<file path="src/pwb_pkg.sv">
package pwb_pkg;

  localparam int unsigned RingW    = 24;
  localparam int unsigned RateW    = 20;
  localparam int unsigned SizeW    = 24;
  localparam int unsigned WaitW    = 28;
  localparam int unsigned CodeW    = 2;
  localparam int unsigned CfgIdxW  = 1;
  localparam int unsigned CfgDataW = 24;
  localparam int unsigned DvdW     = SizeW + 1;
  localparam int unsigned PcW      = 5;

  localparam logic [RingW-1:0] RingReset = 24'd65536;
  localparam logic [RateW-1:0] RateReset = 20'd320;

  // floor(n / 3) = (n * Third) >> ThirdShift for any 24-bit n
  localparam logic [RingW-1:0] Third      = 24'hAAAAAB;
  localparam int unsigned      ThirdShift = 25;
  localparam logic [28:0]      WaitKnee   = 29'd100;

  typedef enum logic [CodeW-1:0] {
    EV_TOO_LONG = 2'd0,
    EV_WAIT     = 2'd1,
    EV_PROMISE  = 2'd2,
    EV_NONE     = 2'd3
  } event_e;

  typedef enum logic [CfgIdxW-1:0] {
    REG_RING_SIZE = 1'd0,
    REG_RATE      = 1'd1
  } reg_e;

  typedef enum logic [3:0] {
    OP_WAIT_IN,
    OP_NOP,
    OP_JMP,
    OP_EMIT,
    OP_LARGEST,
    OP_DIV,
    OP_HOLD,
    OP_MINW,
    OP_SCALE
  } op_e;

  typedef enum logic [1:0] {
    C_FITS_THIRD,
    C_FITS_FREE,
    C_NO_WAIT,
    C_NO_PROMISE
  } cond_e;

  typedef enum logic [1:0] {
    S_EXCESS,
    S_USED,
    S_FILL
  } src_e;

  typedef enum logic [2:0] {
    E_FORCE,
    E_REJECT,
    E_WAIT,
    E_PROMISE,
    E_NONE
  } emit_e;

  typedef struct packed {
    op_e            op;
    cond_e          cond;
    src_e           src;
    emit_e          emit;
    logic [PcW-1:0] target;
  } ctrl_t;

  localparam logic [PcW-1:0] StepIdle    = 5'd0;
  localparam logic [PcW-1:0] StepLargest = 5'd4;
  localparam logic [PcW-1:0] StepAccept  = 5'd11;
  localparam logic [PcW-1:0] StepPromise = 5'd15;
  localparam logic [PcW-1:0] StepNone    = 5'd17;

  function automatic ctrl_t ucode(input logic [PcW-1:0] pc);
    ctrl_t c;
    c = '{op: OP_NOP, cond: C_FITS_THIRD, src: S_EXCESS, emit: E_NONE, target: StepIdle};
    case (pc)
      5'd0:  c.op = OP_WAIT_IN;
      5'd1:  c.op = OP_NOP;
      5'd2:  begin c.op = OP_JMP; c.cond = C_FITS_THIRD; c.target = StepLargest; end
      5'd3:  begin c.op = OP_EMIT; c.emit = E_FORCE; c.target = StepIdle; end
      5'd4:  c.op = OP_LARGEST;
      5'd5:  begin c.op = OP_JMP; c.cond = C_FITS_FREE; c.target = StepAccept; end
      5'd6:  begin c.op = OP_DIV; c.src = S_EXCESS; end
      5'd7:  c.op = OP_HOLD;
      5'd8:  begin c.op = OP_DIV; c.src = S_USED; end
      5'd9:  c.op = OP_MINW;
      5'd10: begin c.op = OP_EMIT; c.emit = E_REJECT; c.target = StepIdle; end
      5'd11: begin c.op = OP_JMP; c.cond = C_NO_WAIT; c.target = StepPromise; end
      5'd12: begin c.op = OP_DIV; c.src = S_FILL; end
      5'd13: c.op = OP_SCALE;
      5'd14: begin c.op = OP_EMIT; c.emit = E_WAIT; c.target = StepPromise; end
      5'd15: begin c.op = OP_JMP; c.cond = C_NO_PROMISE; c.target = StepNone; end
      5'd16: begin c.op = OP_EMIT; c.emit = E_PROMISE; c.target = StepNone; end
      5'd17: begin c.op = OP_EMIT; c.emit = E_NONE; c.target = StepIdle; end
      default: begin c.op = OP_JMP; c.cond = C_NO_PROMISE; c.target = StepIdle; end
    endcase
    return c;
  endfunction

endpackage

</file>
<file path="src/playback_write_backpressure.sv">
// Paths: a write longer than a third of the ring is rejected without a division; the accept
// path runs a wait check, and a no-fit reject runs two divisions before its result.
// Requests: one at a time; the next request is taken only after the last one's result is
// issued, as set by the sequencer program and the 25-step serial divider (up to two
// divisions per request); a stalled result adds its stall.
// Reset: asynchronous, active low; registers load 65536 and 320, history clears.
module playback_write_backpressure (
  input  logic                          clk_i,
  input  logic                          rst_ni,
  input  logic                          cfg_valid_i,
  output logic                          cfg_ready_o,
  input  logic [pwb_pkg::CfgIdxW-1:0]   cfg_index_i,
  input  logic [pwb_pkg::CfgDataW-1:0]  cfg_data_i,
  input  logic                          in_valid_i,
  output logic                          in_ready_o,
  input  logic [pwb_pkg::SizeW-1:0]     write_size_i,
  input  logic [pwb_pkg::SizeW-1:0]     free_space_i,
  output logic                          out_valid_o,
  input  logic                          out_ready_i,
  output logic                          accepted_o,
  output logic                          event_valid_o,
  output logic [pwb_pkg::CodeW-1:0]     event_code_o,
  output logic [pwb_pkg::WaitW-1:0]     wait_ms_o,
  output logic                          last_result_o
);

  localparam int unsigned SizeW = pwb_pkg::SizeW;
  localparam int unsigned RingW = pwb_pkg::RingW;
  localparam int unsigned RateW = pwb_pkg::RateW;
  localparam int unsigned WaitW = pwb_pkg::WaitW;
  localparam int unsigned DvdW  = pwb_pkg::DvdW;
  localparam int unsigned PcW   = pwb_pkg::PcW;

  pwb_pkg::ctrl_t ctrl;

  logic [PcW-1:0]        pc_q, pc_d;
  logic [RingW-1:0]      ring_q;
  logic [RateW-1:0]      rate_q;
  logic [RingW-1:0]      third_q;
  logic [2*RingW-1:0]    third_prod;
  logic [SizeW-1:0]      wr_q, wr_d, fr_q, fr_d;
  logic [SizeW-1:0]      largest_q, largest_d;
  pwb_pkg::event_e       last_ev_q, last_ev_d;
  logic [WaitW-1:0]      last_wait_q, last_wait_d;
  logic [WaitW-1:0]      w_q, w_d;
  logic [DvdW-1:0]       t_q, t_d, a_q, a_d;
  logic                  emitted_q, emitted_d;
  logic                  div_run_q, div_run_d;

  logic                  div_start, div_done;
  logic [DvdW-1:0]       div_dvd, div_quot;
  logic [RateW-1:0]      rate_eff;
  logic [SizeW-1:0]      used;
  logic [SizeW+1:0]      largest3;
  logic                  promise_cond, cond_hit;
  logic [DvdW-1:0]       min_t;
  logic [DvdW+3:0]       w10_min, w10_t;
  logic [DvdW+3:0]       w_scaled;

  logic                  out_free, emit_fire;
  logic                  out_valid_q;
  logic                  o_acc, o_ev, o_last;
  pwb_pkg::event_e       o_code;
  logic [WaitW-1:0]      o_wait;

  assign ctrl        = pwb_pkg::ucode(pc_q);
  assign cfg_ready_o = 1'b1;
  assign in_ready_o  = (ctrl.op == pwb_pkg::OP_WAIT_IN);

  assign rate_eff     = (rate_q == '0) ? RateW'(1) : rate_q;
  assign used         = (fr_q <= ring_q) ? ring_q - fr_q : '0;
  assign largest3     = {1'b0, largest_q, 1'b0} + {2'b00, largest_q};
  assign promise_cond = fr_q > (ring_q >> 1);
  assign third_prod   = ring_q * pwb_pkg::Third;

  always_comb begin
    case (ctrl.cond)
      pwb_pkg::C_FITS_THIRD: cond_hit = wr_q <= third_q;
      pwb_pkg::C_FITS_FREE:  cond_hit = wr_q <= fr_q;
      pwb_pkg::C_NO_WAIT:    cond_hit = {2'b00, fr_q} > largest3;
      pwb_pkg::C_NO_PROMISE: cond_hit = !promise_cond;
      default:               cond_hit = 1'b0;
    endcase
  end

  always_comb begin
    case (ctrl.src)
      pwb_pkg::S_EXCESS: div_dvd = DvdW'(wr_q - fr_q);
      pwb_pkg::S_USED:   div_dvd = DvdW'(used);
      pwb_pkg::S_FILL:   div_dvd = DvdW'(used) + DvdW'(wr_q);
      default:           div_dvd = '0;
    endcase
  end

  assign min_t    = (a_q < t_q) ? a_q : t_q;
  assign w10_min  = ({4'b0, min_t} << 3) + ({4'b0, min_t} << 1);
  assign w10_t    = ({4'b0, t_q} << 3) + ({4'b0, t_q} << 1);
  assign w_scaled = (w10_t > pwb_pkg::WaitKnee) ? (w10_t >> 2) + (w10_t >> 2 << 1) : w10_t;

  pwb_div #(
    .DvdW (DvdW),
    .DvsW (RateW)
  ) u_div (
    .clk_i      (clk_i),
    .rst_ni     (rst_ni),
    .start_i    (div_start),
    .dividend_i (div_dvd),
    .divisor_i  (rate_eff),
    .done_o     (div_done),
    .quot_o     (div_quot)
  );

  assign out_free = !out_valid_q || out_ready_i;

  always_comb begin
    pc_d        = pc_q;
    wr_d        = wr_q;
    fr_d        = fr_q;
    largest_d   = largest_q;
    last_ev_d   = last_ev_q;
    last_wait_d = last_wait_q;
    w_d         = w_q;
    t_d         = t_q;
    a_d         = a_q;
    emitted_d   = emitted_q;
    div_run_d   = div_run_q;
    div_start   = 1'b0;
    emit_fire   = 1'b0;
    o_acc       = 1'b1;
    o_ev        = 1'b0;
    o_code      = pwb_pkg::EV_NONE;
    o_wait      = '0;
    o_last      = 1'b1;
    case (ctrl.op)
      pwb_pkg::OP_WAIT_IN: begin
        if (in_valid_i) begin
          wr_d      = write_size_i;
          fr_d      = free_space_i;
          emitted_d = 1'b0;
          pc_d      = pc_q + PcW'(1);
        end
      end
      pwb_pkg::OP_JMP: pc_d = cond_hit ? ctrl.target : pc_q + PcW'(1);
      pwb_pkg::OP_LARGEST: begin
        if (wr_q > largest_q) largest_d = wr_q;
        pc_d = pc_q + PcW'(1);
      end
      pwb_pkg::OP_DIV: begin
        if (!div_run_q) begin
          div_start = 1'b1;
          div_run_d = 1'b1;
        end else if (div_done) begin
          div_run_d = 1'b0;
          t_d       = div_quot;
          pc_d      = pc_q + PcW'(1);
        end
      end
      pwb_pkg::OP_HOLD: begin
        a_d  = t_q + DvdW'(1);
        pc_d = pc_q + PcW'(1);
      end
      pwb_pkg::OP_MINW: begin
        w_d  = w10_min[WaitW-1:0];
        pc_d = pc_q + PcW'(1);
      end
      pwb_pkg::OP_SCALE: begin
        w_d  = w_scaled[WaitW-1:0];
        pc_d = pc_q + PcW'(1);
      end
      pwb_pkg::OP_EMIT: begin
        if (out_free) begin
          pc_d = ctrl.target;
          case (ctrl.emit)
            pwb_pkg::E_FORCE: begin
              emit_fire   = 1'b1;
              o_acc       = 1'b0;
              o_ev        = 1'b1;
              o_code      = pwb_pkg::EV_TOO_LONG;
              last_ev_d   = pwb_pkg::EV_TOO_LONG;
              last_wait_d = '0;
            end
            pwb_pkg::E_REJECT: begin
              emit_fire = 1'b1;
              o_acc     = 1'b0;
              if (!(last_ev_q == pwb_pkg::EV_TOO_LONG && last_wait_q == w_q)) begin
                o_ev        = 1'b1;
                o_code      = pwb_pkg::EV_TOO_LONG;
                o_wait      = w_q;
                last_ev_d   = pwb_pkg::EV_TOO_LONG;
                last_wait_d = w_q;
              end
            end
            pwb_pkg::E_WAIT: begin
              if (!(last_ev_q == pwb_pkg::EV_WAIT && last_wait_q == w_q)) begin
                emit_fire   = 1'b1;
                emitted_d   = 1'b1;
                o_ev        = 1'b1;
                o_code      = pwb_pkg::EV_WAIT;
                o_wait      = w_q;
                o_last      = !promise_cond;
                last_ev_d   = pwb_pkg::EV_WAIT;
                last_wait_d = w_q;
              end
            end
            pwb_pkg::E_PROMISE: begin
              if (!(last_ev_q == pwb_pkg::EV_PROMISE && last_wait_q == '0)) begin
                emit_fire   = 1'b1;
                emitted_d   = 1'b1;
                o_ev        = 1'b1;
                o_code      = pwb_pkg::EV_PROMISE;
                last_ev_d   = pwb_pkg::EV_PROMISE;
                last_wait_d = '0;
              end
            end
            pwb_pkg::E_NONE: emit_fire = !emitted_q;
            default: emit_fire = 1'b0;
          endcase
        end
      end
      default: pc_d = pc_q + PcW'(1);
    endcase
  end

  always_ff @(posedge clk_i or negedge rst_ni) begin
    if (!rst_ni) begin
      pc_q        <= pwb_pkg::StepIdle;
      ring_q      <= pwb_pkg::RingReset;
      rate_q      <= pwb_pkg::RateReset;
      largest_q   <= '0;
      last_ev_q   <= pwb_pkg::EV_NONE;
      last_wait_q <= '0;
      emitted_q   <= 1'b0;
      div_run_q   <= 1'b0;
      out_valid_q <= 1'b0;
    end else begin
      pc_q        <= pc_d;
      largest_q   <= largest_d;
      last_ev_q   <= last_ev_d;
      last_wait_q <= last_wait_d;
      emitted_q   <= emitted_d;
      div_run_q   <= div_run_d;
      if (emit_fire) begin
        out_valid_q <= 1'b1;
      end else if (out_ready_i) begin
        out_valid_q <= 1'b0;
      end
      if (cfg_valid_i) begin
        case (pwb_pkg::reg_e'(cfg_index_i))
          pwb_pkg::REG_RING_SIZE: ring_q <= cfg_data_i[RingW-1:0];
          pwb_pkg::REG_RATE:      rate_q <= cfg_data_i[RateW-1:0];
          default: ;
        endcase
      end
    end
  end

  always_ff @(posedge clk_i) begin
    third_q <= RingW'(third_prod >> pwb_pkg::ThirdShift);
    wr_q    <= wr_d;
    fr_q    <= fr_d;
    w_q     <= w_d;
    t_q     <= t_d;
    a_q     <= a_d;
    if (emit_fire) begin
      accepted_o    <= o_acc;
      event_valid_o <= o_ev;
      event_code_o  <= o_code;
      wait_ms_o     <= o_wait;
      last_result_o <= o_last;
    end
  end

  assign out_valid_o = out_valid_q;

endmodule

</file>
<file path="src/pwb_div.sv">
module pwb_div #(
  parameter int unsigned DvdW = pwb_pkg::DvdW,
  parameter int unsigned DvsW = pwb_pkg::RateW
) (
  input  logic            clk_i,
  input  logic            rst_ni,
  input  logic            start_i,
  input  logic [DvdW-1:0] dividend_i,
  input  logic [DvsW-1:0] divisor_i,
  output logic            done_o,
  output logic [DvdW-1:0] quot_o
);

  localparam int unsigned CntW = $clog2(DvdW + 1);

  logic            busy_q, busy_d;
  logic            done_q, done_d;
  logic [CntW-1:0] cnt_q, cnt_d;
  logic [DvdW-1:0] quo_q, quo_d;
  logic [DvsW-1:0] rem_q, rem_d;
  logic [DvsW-1:0] dvs_q, dvs_d;
  logic [DvsW:0]   trial;
  logic            ge;

  assign trial = {rem_q, quo_q[DvdW-1]};
  assign ge    = trial >= {1'b0, dvs_q};

  always_comb begin
    busy_d = busy_q;
    done_d = 1'b0;
    cnt_d  = cnt_q;
    quo_d  = quo_q;
    rem_d  = rem_q;
    dvs_d  = dvs_q;
    if (start_i) begin
      busy_d = 1'b1;
      cnt_d  = CntW'(DvdW);
      quo_d  = dividend_i;
      rem_d  = '0;
      dvs_d  = divisor_i;
    end else if (busy_q) begin
      rem_d = ge ? DvsW'(trial - {1'b0, dvs_q}) : trial[DvsW-1:0];
      quo_d = {quo_q[DvdW-2:0], ge};
      cnt_d = cnt_q - CntW'(1);
      if (cnt_q == CntW'(1)) begin
        busy_d = 1'b0;
        done_d = 1'b1;
      end
    end
  end

  always_ff @(posedge clk_i or negedge rst_ni) begin
    if (!rst_ni) begin
      busy_q <= 1'b0;
      done_q <= 1'b0;
      cnt_q  <= '0;
    end else begin
      busy_q <= busy_d;
      done_q <= done_d;
      cnt_q  <= cnt_d;
    end
  end

  always_ff @(posedge clk_i) begin
    quo_q <= quo_d;
    rem_q <= rem_d;
    dvs_q <= dvs_d;
  end

  assign done_o = done_q;
  assign quot_o = quo_q;

endmodule

</file>
<file path="config.mk">
export PLATFORM = sky130hd
export DESIGN_NAME = playback_write_backpressure
export DESIGN_NICKNAME = d
export VERILOG_FILES = /design/src/pwb_pkg.sv /design/src/playback_write_backpressure.sv /design/src/pwb_div.sv
export SDC_FILE = /design/constraint.sdc
export NUM_CORES = 2
export LEC_CHECK = 0
export BUFFER_PORTS_ARGS = -buffer_cell sky130_fd_sc_hd__buf_2
export CORE_UTILIZATION = 35
export CTS_BUF_LIST = sky130_fd_sc_hd__clkbuf_8
export CTS_CLUSTER_SIZE = 8
export DETAILED_ROUTE_END_ITERATION = 6
export SETUP_SLACK_MARGIN = 0.5
export SYNTH_ARGS = -nofsm -noshare
export SYNTH_HDL_FRONTEND = slang
export SYNTH_HIERARCHICAL = 1
export SYNTH_SLANG_ARGS = --single-unit
export TNS_END_PERCENT = 100
</file>
<file path="constraint.sdc">
create_clock -name clk_i -period 6.25 [get_ports clk_i]
set_input_delay 0.3125 -clock clk_i [delete_from_list [all_inputs] [get_ports clk_i]]
set_output_delay 0.3125 -clock clk_i [all_outputs]
set_load 0.05 [all_outputs]
</file>
# ---- Word-level counts from Yosys, hierarchy flattened
# Index checks and enable logic that the tools add are counted.
dict set report op_classes {
  n_bitwise 4
  add_sub_neg 11
  mux 63
  eq_ne 47
  multipliers 1
  reduce_logical 36
  n_lt_le_gt_ge 9
}
# operator n
set op_table {}
lappend op_table {{$mux 28} 6}
lappend op_table {{$pmux 28 s2} 2}
lappend op_table {{$pmux 28 s4} 1}
lappend op_table {{$mux 25} 3}
lappend op_table {{$pmux 25 s3} 1}
lappend op_table {{$le 24x24->1} 2}
lappend op_table {{$mul 24x24->48 const B} 1}
lappend op_table {{$eq 5x4->1 const B} 8}
lappend op_table {{$pmux 5 s4} 2}
lappend op_table {{$mux 5} 7}
lappend op_table {{$pmux 4 s8} 1}
lappend op_table {{$add 28x26->29} 1}
lappend op_table {{$gt 29x7->1 const B} 1}
lappend op_table {{$add 27x28->28} 1}
lappend op_table {{$add 28x26->28} 1}
lappend op_table {{$eq 28x28->1} 1}
lappend op_table {{$logic_not 28->1} 1}
lappend op_table {{$add 25x24->26} 1}
lappend op_table {{$gt 24x26->1} 1}
lappend op_table {{$add 24x24->25} 1}
lappend op_table {{$add 25x1->25 const B} 1}
lappend op_table {{$lt 25x25->1} 1}
lappend op_table {{$sub 24x24->25} 1}
lappend op_table {{$gt 24x23->1} 1}
lappend op_table {{53 further kinds} 124}
dict set report word_totals {
  out_inout_bits 36
  in_bits 78
  wordCells 197
  regBits 360
}

# ---- Longest topological paths before layout
dict set report depth {
  ltp_word 8
  mapped_depth 28
  depth_no_buf 27
}

# ---- Hierarchy
# The synthesis kept the hierarchy.
# mod instances seq_area_each_um2 cells_each area_per_inst_um2
set by_module_without_submodules {}
lappend by_module_without_submodules {playback_write_backpressure 1 7893.8 3460 33184.3}
lappend by_module_without_submodules {pwb_div 1 1926.8 376 4122.7}

# ---- Worst setup path before layout
# OpenSTA, ideal clock, no wires.
dict set report synth_timing {
  path_type {flip-flop to flip-flop}
  from {register ring_q[1]}
  to {register third_q[19]}
  required_time_ns 6.178
  path_stages_with_launch 25
  arrival_time_ns 6.373
  period_less_slack_ns 6.446
  path_buffers 0
  setup_time_ns 0.072
  slack_ns -0.196
  path_cell_list {dfrtp_1 > ha_1 > xor2_1 > ha_1 > inv_1 > fa_1 > inv_1 > fa_1 > fa_1 > inv_1 > fa_1 > inv_1 > fa_1 > ha_1 > a21o_1 > a21o_1 > a21oi_1 > and4b_1 > o21ai_0 > o221ai_1 > a31oi_1 > or2_1 > a41oi_1 > nor2b_1 > xnor2_1}
}
dict set report synth_via {
  elab_chain_len 1
}
# item line
set synth_lines {}
lappend synth_lines {{start: declaration} playback_write_backpressure.sv:37} ;# logic [RingW-1:0] ring_q;
lappend synth_lines {{start signal: assignment} playback_write_backpressure.sv:227} ;# ring_q <= pwb_pkg::RingReset;
lappend synth_lines {{start signal: assignment} playback_write_backpressure.sv:249} ;# pwb_pkg::REG_RING_SIZE: ring_q <= cfg_data_i[RingW-1:0];
lappend synth_lines {{$mul 24x24->48} playback_write_backpressure.sv:74} ;# assign third_prod = ring_q * pwb_pkg::Third;
lappend synth_lines {{net third_prod[44]} playback_write_backpressure.sv:40} ;# logic [2*RingW-1:0] third_prod;
lappend synth_lines {{end signal: assignment} playback_write_backpressure.sv:258} ;# third_q <= RingW'(third_prod >> pwb_pkg::ThirdShift);
lappend synth_lines {{end: declaration} playback_write_backpressure.sv:39} ;# logic [RingW-1:0] third_q;
# The timed path passes the listed nets, and every way through them passes these cells.
# A chain may end at the register's enable or synchronous reset.

# ---- Final worst setup path
dict set report layout_timing {
  from {register ring_q[10]}
  to {register third_q[18]}
}
# Same word-level chain as after synthesis.

==> metrics.txt <==
run status=complete, but fails checks; failing checks=DRC, setup timing; CP most frequent cell=fa_1; pin count of the biggest net entering global routing=73; most common cell after layout, fill and taps aside=inv_1; clk sinks=360; Hold WS=132 ps; Critical Path AT=slightly below 7000 ps; layout cells sized above 1=between 10% and 20%; Yosys reg bits=between 300 and 400; most frequent cells in the layout=inv_1 (585), ha_1 (542), buf_4 (261); Mean Syn Cell Area=9.73 µm²; Post-synth EDFFs=204; port buffer count=roughly 110; crit path time final=approximately 6300 ps; area occupied by multi-input gates=26000 µm²; gr ovfl total=0; synthesized area=roughly 37000 µm²; chip width=between 300 and 400 µm; num rows=roughly 120; antenna viol nets, final=0; clock-pin slew on the worst setup and hold paths=about 60 ps; Final Non-Filler Cells=5733; WL final=about 110000 µm; DRC errors left=32; total placed cells including tap cells=5474; relative slew slack=between 20% and 30%; Yosys top cell area share=19.8%; design area=~45000 µm²; Starting Density=a little over a third; sequential-to-total area share from yosys stat=roughly a quarter; number of H-tree levels=3; Least-Margin Pin Slew=1140 ps; CTS buffer count=just under 70; clk_lat worst skew=760 ps; Nets=about 5.2k; Initial DRC Count=about 1.9k; Critical Path Max Stage Delay=approximately 580 ps; WL/cell=about 20 µm; GRT Util Overall=a little over a fifth; achievable frequency=160 MHz; Fillers=just over 10k; Reg2Reg Setup Slack=-20 ps; hpwl dp=92500 µm; Synth async-reset ratio=about a third; core area=around 110000 µm²; Tcrit/Tclk final=100%; Synth cell types=107; cell taking the most area after synthesis=ha_1; Root Buffer=clkbuf_8; DRT Pass-1 Iters=7; first-pass GRT wire length=about 170000 µm; via count=29.9k; vias in the first global route=between 20k and 30k; worst clock skew=between 60 and 70 ps; Syn Inst Count=3836; Die Ht=~330 µm; yosys warns=6; top_reg_cell synth=edfxtp_1; unrepaired setup endpoints after global routing=true; initial antenna violation count=4; max-slew violations=0; register area=approximately 10000 µm²; final worst slack=-17.2 ps; max_cap viols=0; syn nets=approximately 4.7k; crit path capture type=flip-flop; setup violators final=2; CP max stage cell=fa_1; crit start category=flip-flop; synth-to-layout area growth=20.0%; data required time at the worst endpoint=between 6000 and 7000 ps; # IOs=between 100 and 150; Final Hold Vio Count=0; GP Congestion=between 0.9 and 1; Hold/Removal Path Class=in2reg; drt via density=5.21; CP Class=reg2reg; maximum root-to-sink buffer count=3; die area=~110000 µm²; placed cell areas=a little over 40000 µm²; post-route setup TNS=-17.8 ps; CP max FO=5; TritonCTS clock tree=built; main area contributors after synthesis=ha_1 (20%), edfxtp_1 (16%), fa_1 (12%)
worst max-delay path: cells and delay by family (launching register included):
family	cells	cell delay (ps)
AO/OA/AOI/OAI	6	1280
XOR/XNOR	1	70
adder cells (fa/ha/maj)	8	3020
buffers and inverters	7	690
flip-flops	1	440
AND/OR/NAND/NOR	4	650
per-stage QoR:
stage               setup slack, ps  utilization, %
finish                        -17.2            42.5
global route                   -169            42.5
CTS                            79.8            41.8
detailed placement             -118            39.1
global placement              -40.5            39.1
floorplan                       293               -
layout make-up:
type                            instances  share of cell area [%]
Inverter                              591                    4.96
Clock inverter                         53                   0.989
Tap cell                             1391                    3.89
Multi-Input combinational cell       2797                    58.1
Timing Repair Buffer                  465                    7.82
Clock buffer                           73                    2.24
Antenna cell                            3                  0.0168
Sequential cell                       360                    22.0
path summary, 6_finish.rpt:
check	start	cells after the start	endpoint
max	ring_q[10]	26	third_q[18]
min reg2reg	u_div/quot_o[15]	0	t_q[15]
min	cfg_index_i	4	ring_q[10]
min in group asynchronous	rst_ni	2	last_wait_q[9]
max reg2reg	ring_q[10]	26	third_q[18]
max in group asynchronous	rst_ni	3	ring_q[21]
logic make-up after synthesis:
group / count (synthesis) / share of synthesized area, %
other: 1 / 0.0101
buffers and inverters: 679 / 7.08
DFF: 360 / 26.3
and+or+nand+nor: 819 / 11.1
AOI/OAI and AO/OA: 820 / 14.9
xor gates and xnor gates: 228 / 5.35
adders and majority gates: 814 / 31.8
muxes: 115 / 3.40
timing repair:
action,4_1_cts,5_1_grt
hold buffers,74,0
setup endpoints to repair,54,62
setup buffers,32,24
gates resized for setup,84,113
endpoints found under the hold margin,153,0
pin swaps,54,86
per-layer routing:
layer | routed length, µm | part of all wire, % | global-route usage, % | vias to the layer above
met5 | 0 | 0 | 0 | -
met4 | 3810 | 3.4 | 6.80 | 0
met3 | 7440 | 6.5 | 3.82 | 199
met2 | 51400 | 45 | 33.8 | 849
met1 | 51200 | 45 | 28.6 | 14500
li1 | - | - | - | 14400
flip-flops by register name (all words and copies together) (netlist names), 2 cells and up:
signal / cells
a_q: 25
event_code_o: 2
fr_q: 24
largest_q: 24
last_ev_q: 2
last_wait_q: 28
pc_q: 5
rate_q: 20
ring_q: 24
t_q: 25
third_q: 23
u_div/cnt_q: 5
u_div/dvs_q: 20
u_div/quot_o: 25
u_div/rem_q: 20
w_q: 28
wait_ms_o: 28
wr_q: 24
cells in the mapped netlist (all sizes together) (37+ instances only):
cell type	n
dfxtp	43
a21o	111
nor2b	45
o21ai	171
inv	591
clkbuf	67
nor4	37
nor2	204
nand4	52
ha	589
nor3	59
a21oi	202
dfrtp	108
xor2	83
and2	43
mux2	93
fa	225
nand3	65
nand2b	44
edfxtp	204
nand2	180
xnor2	145
Power is left out: the tool's default activity adds up to more than one toggle a clock period on the data nets, which glitch-free logic cannot reach.
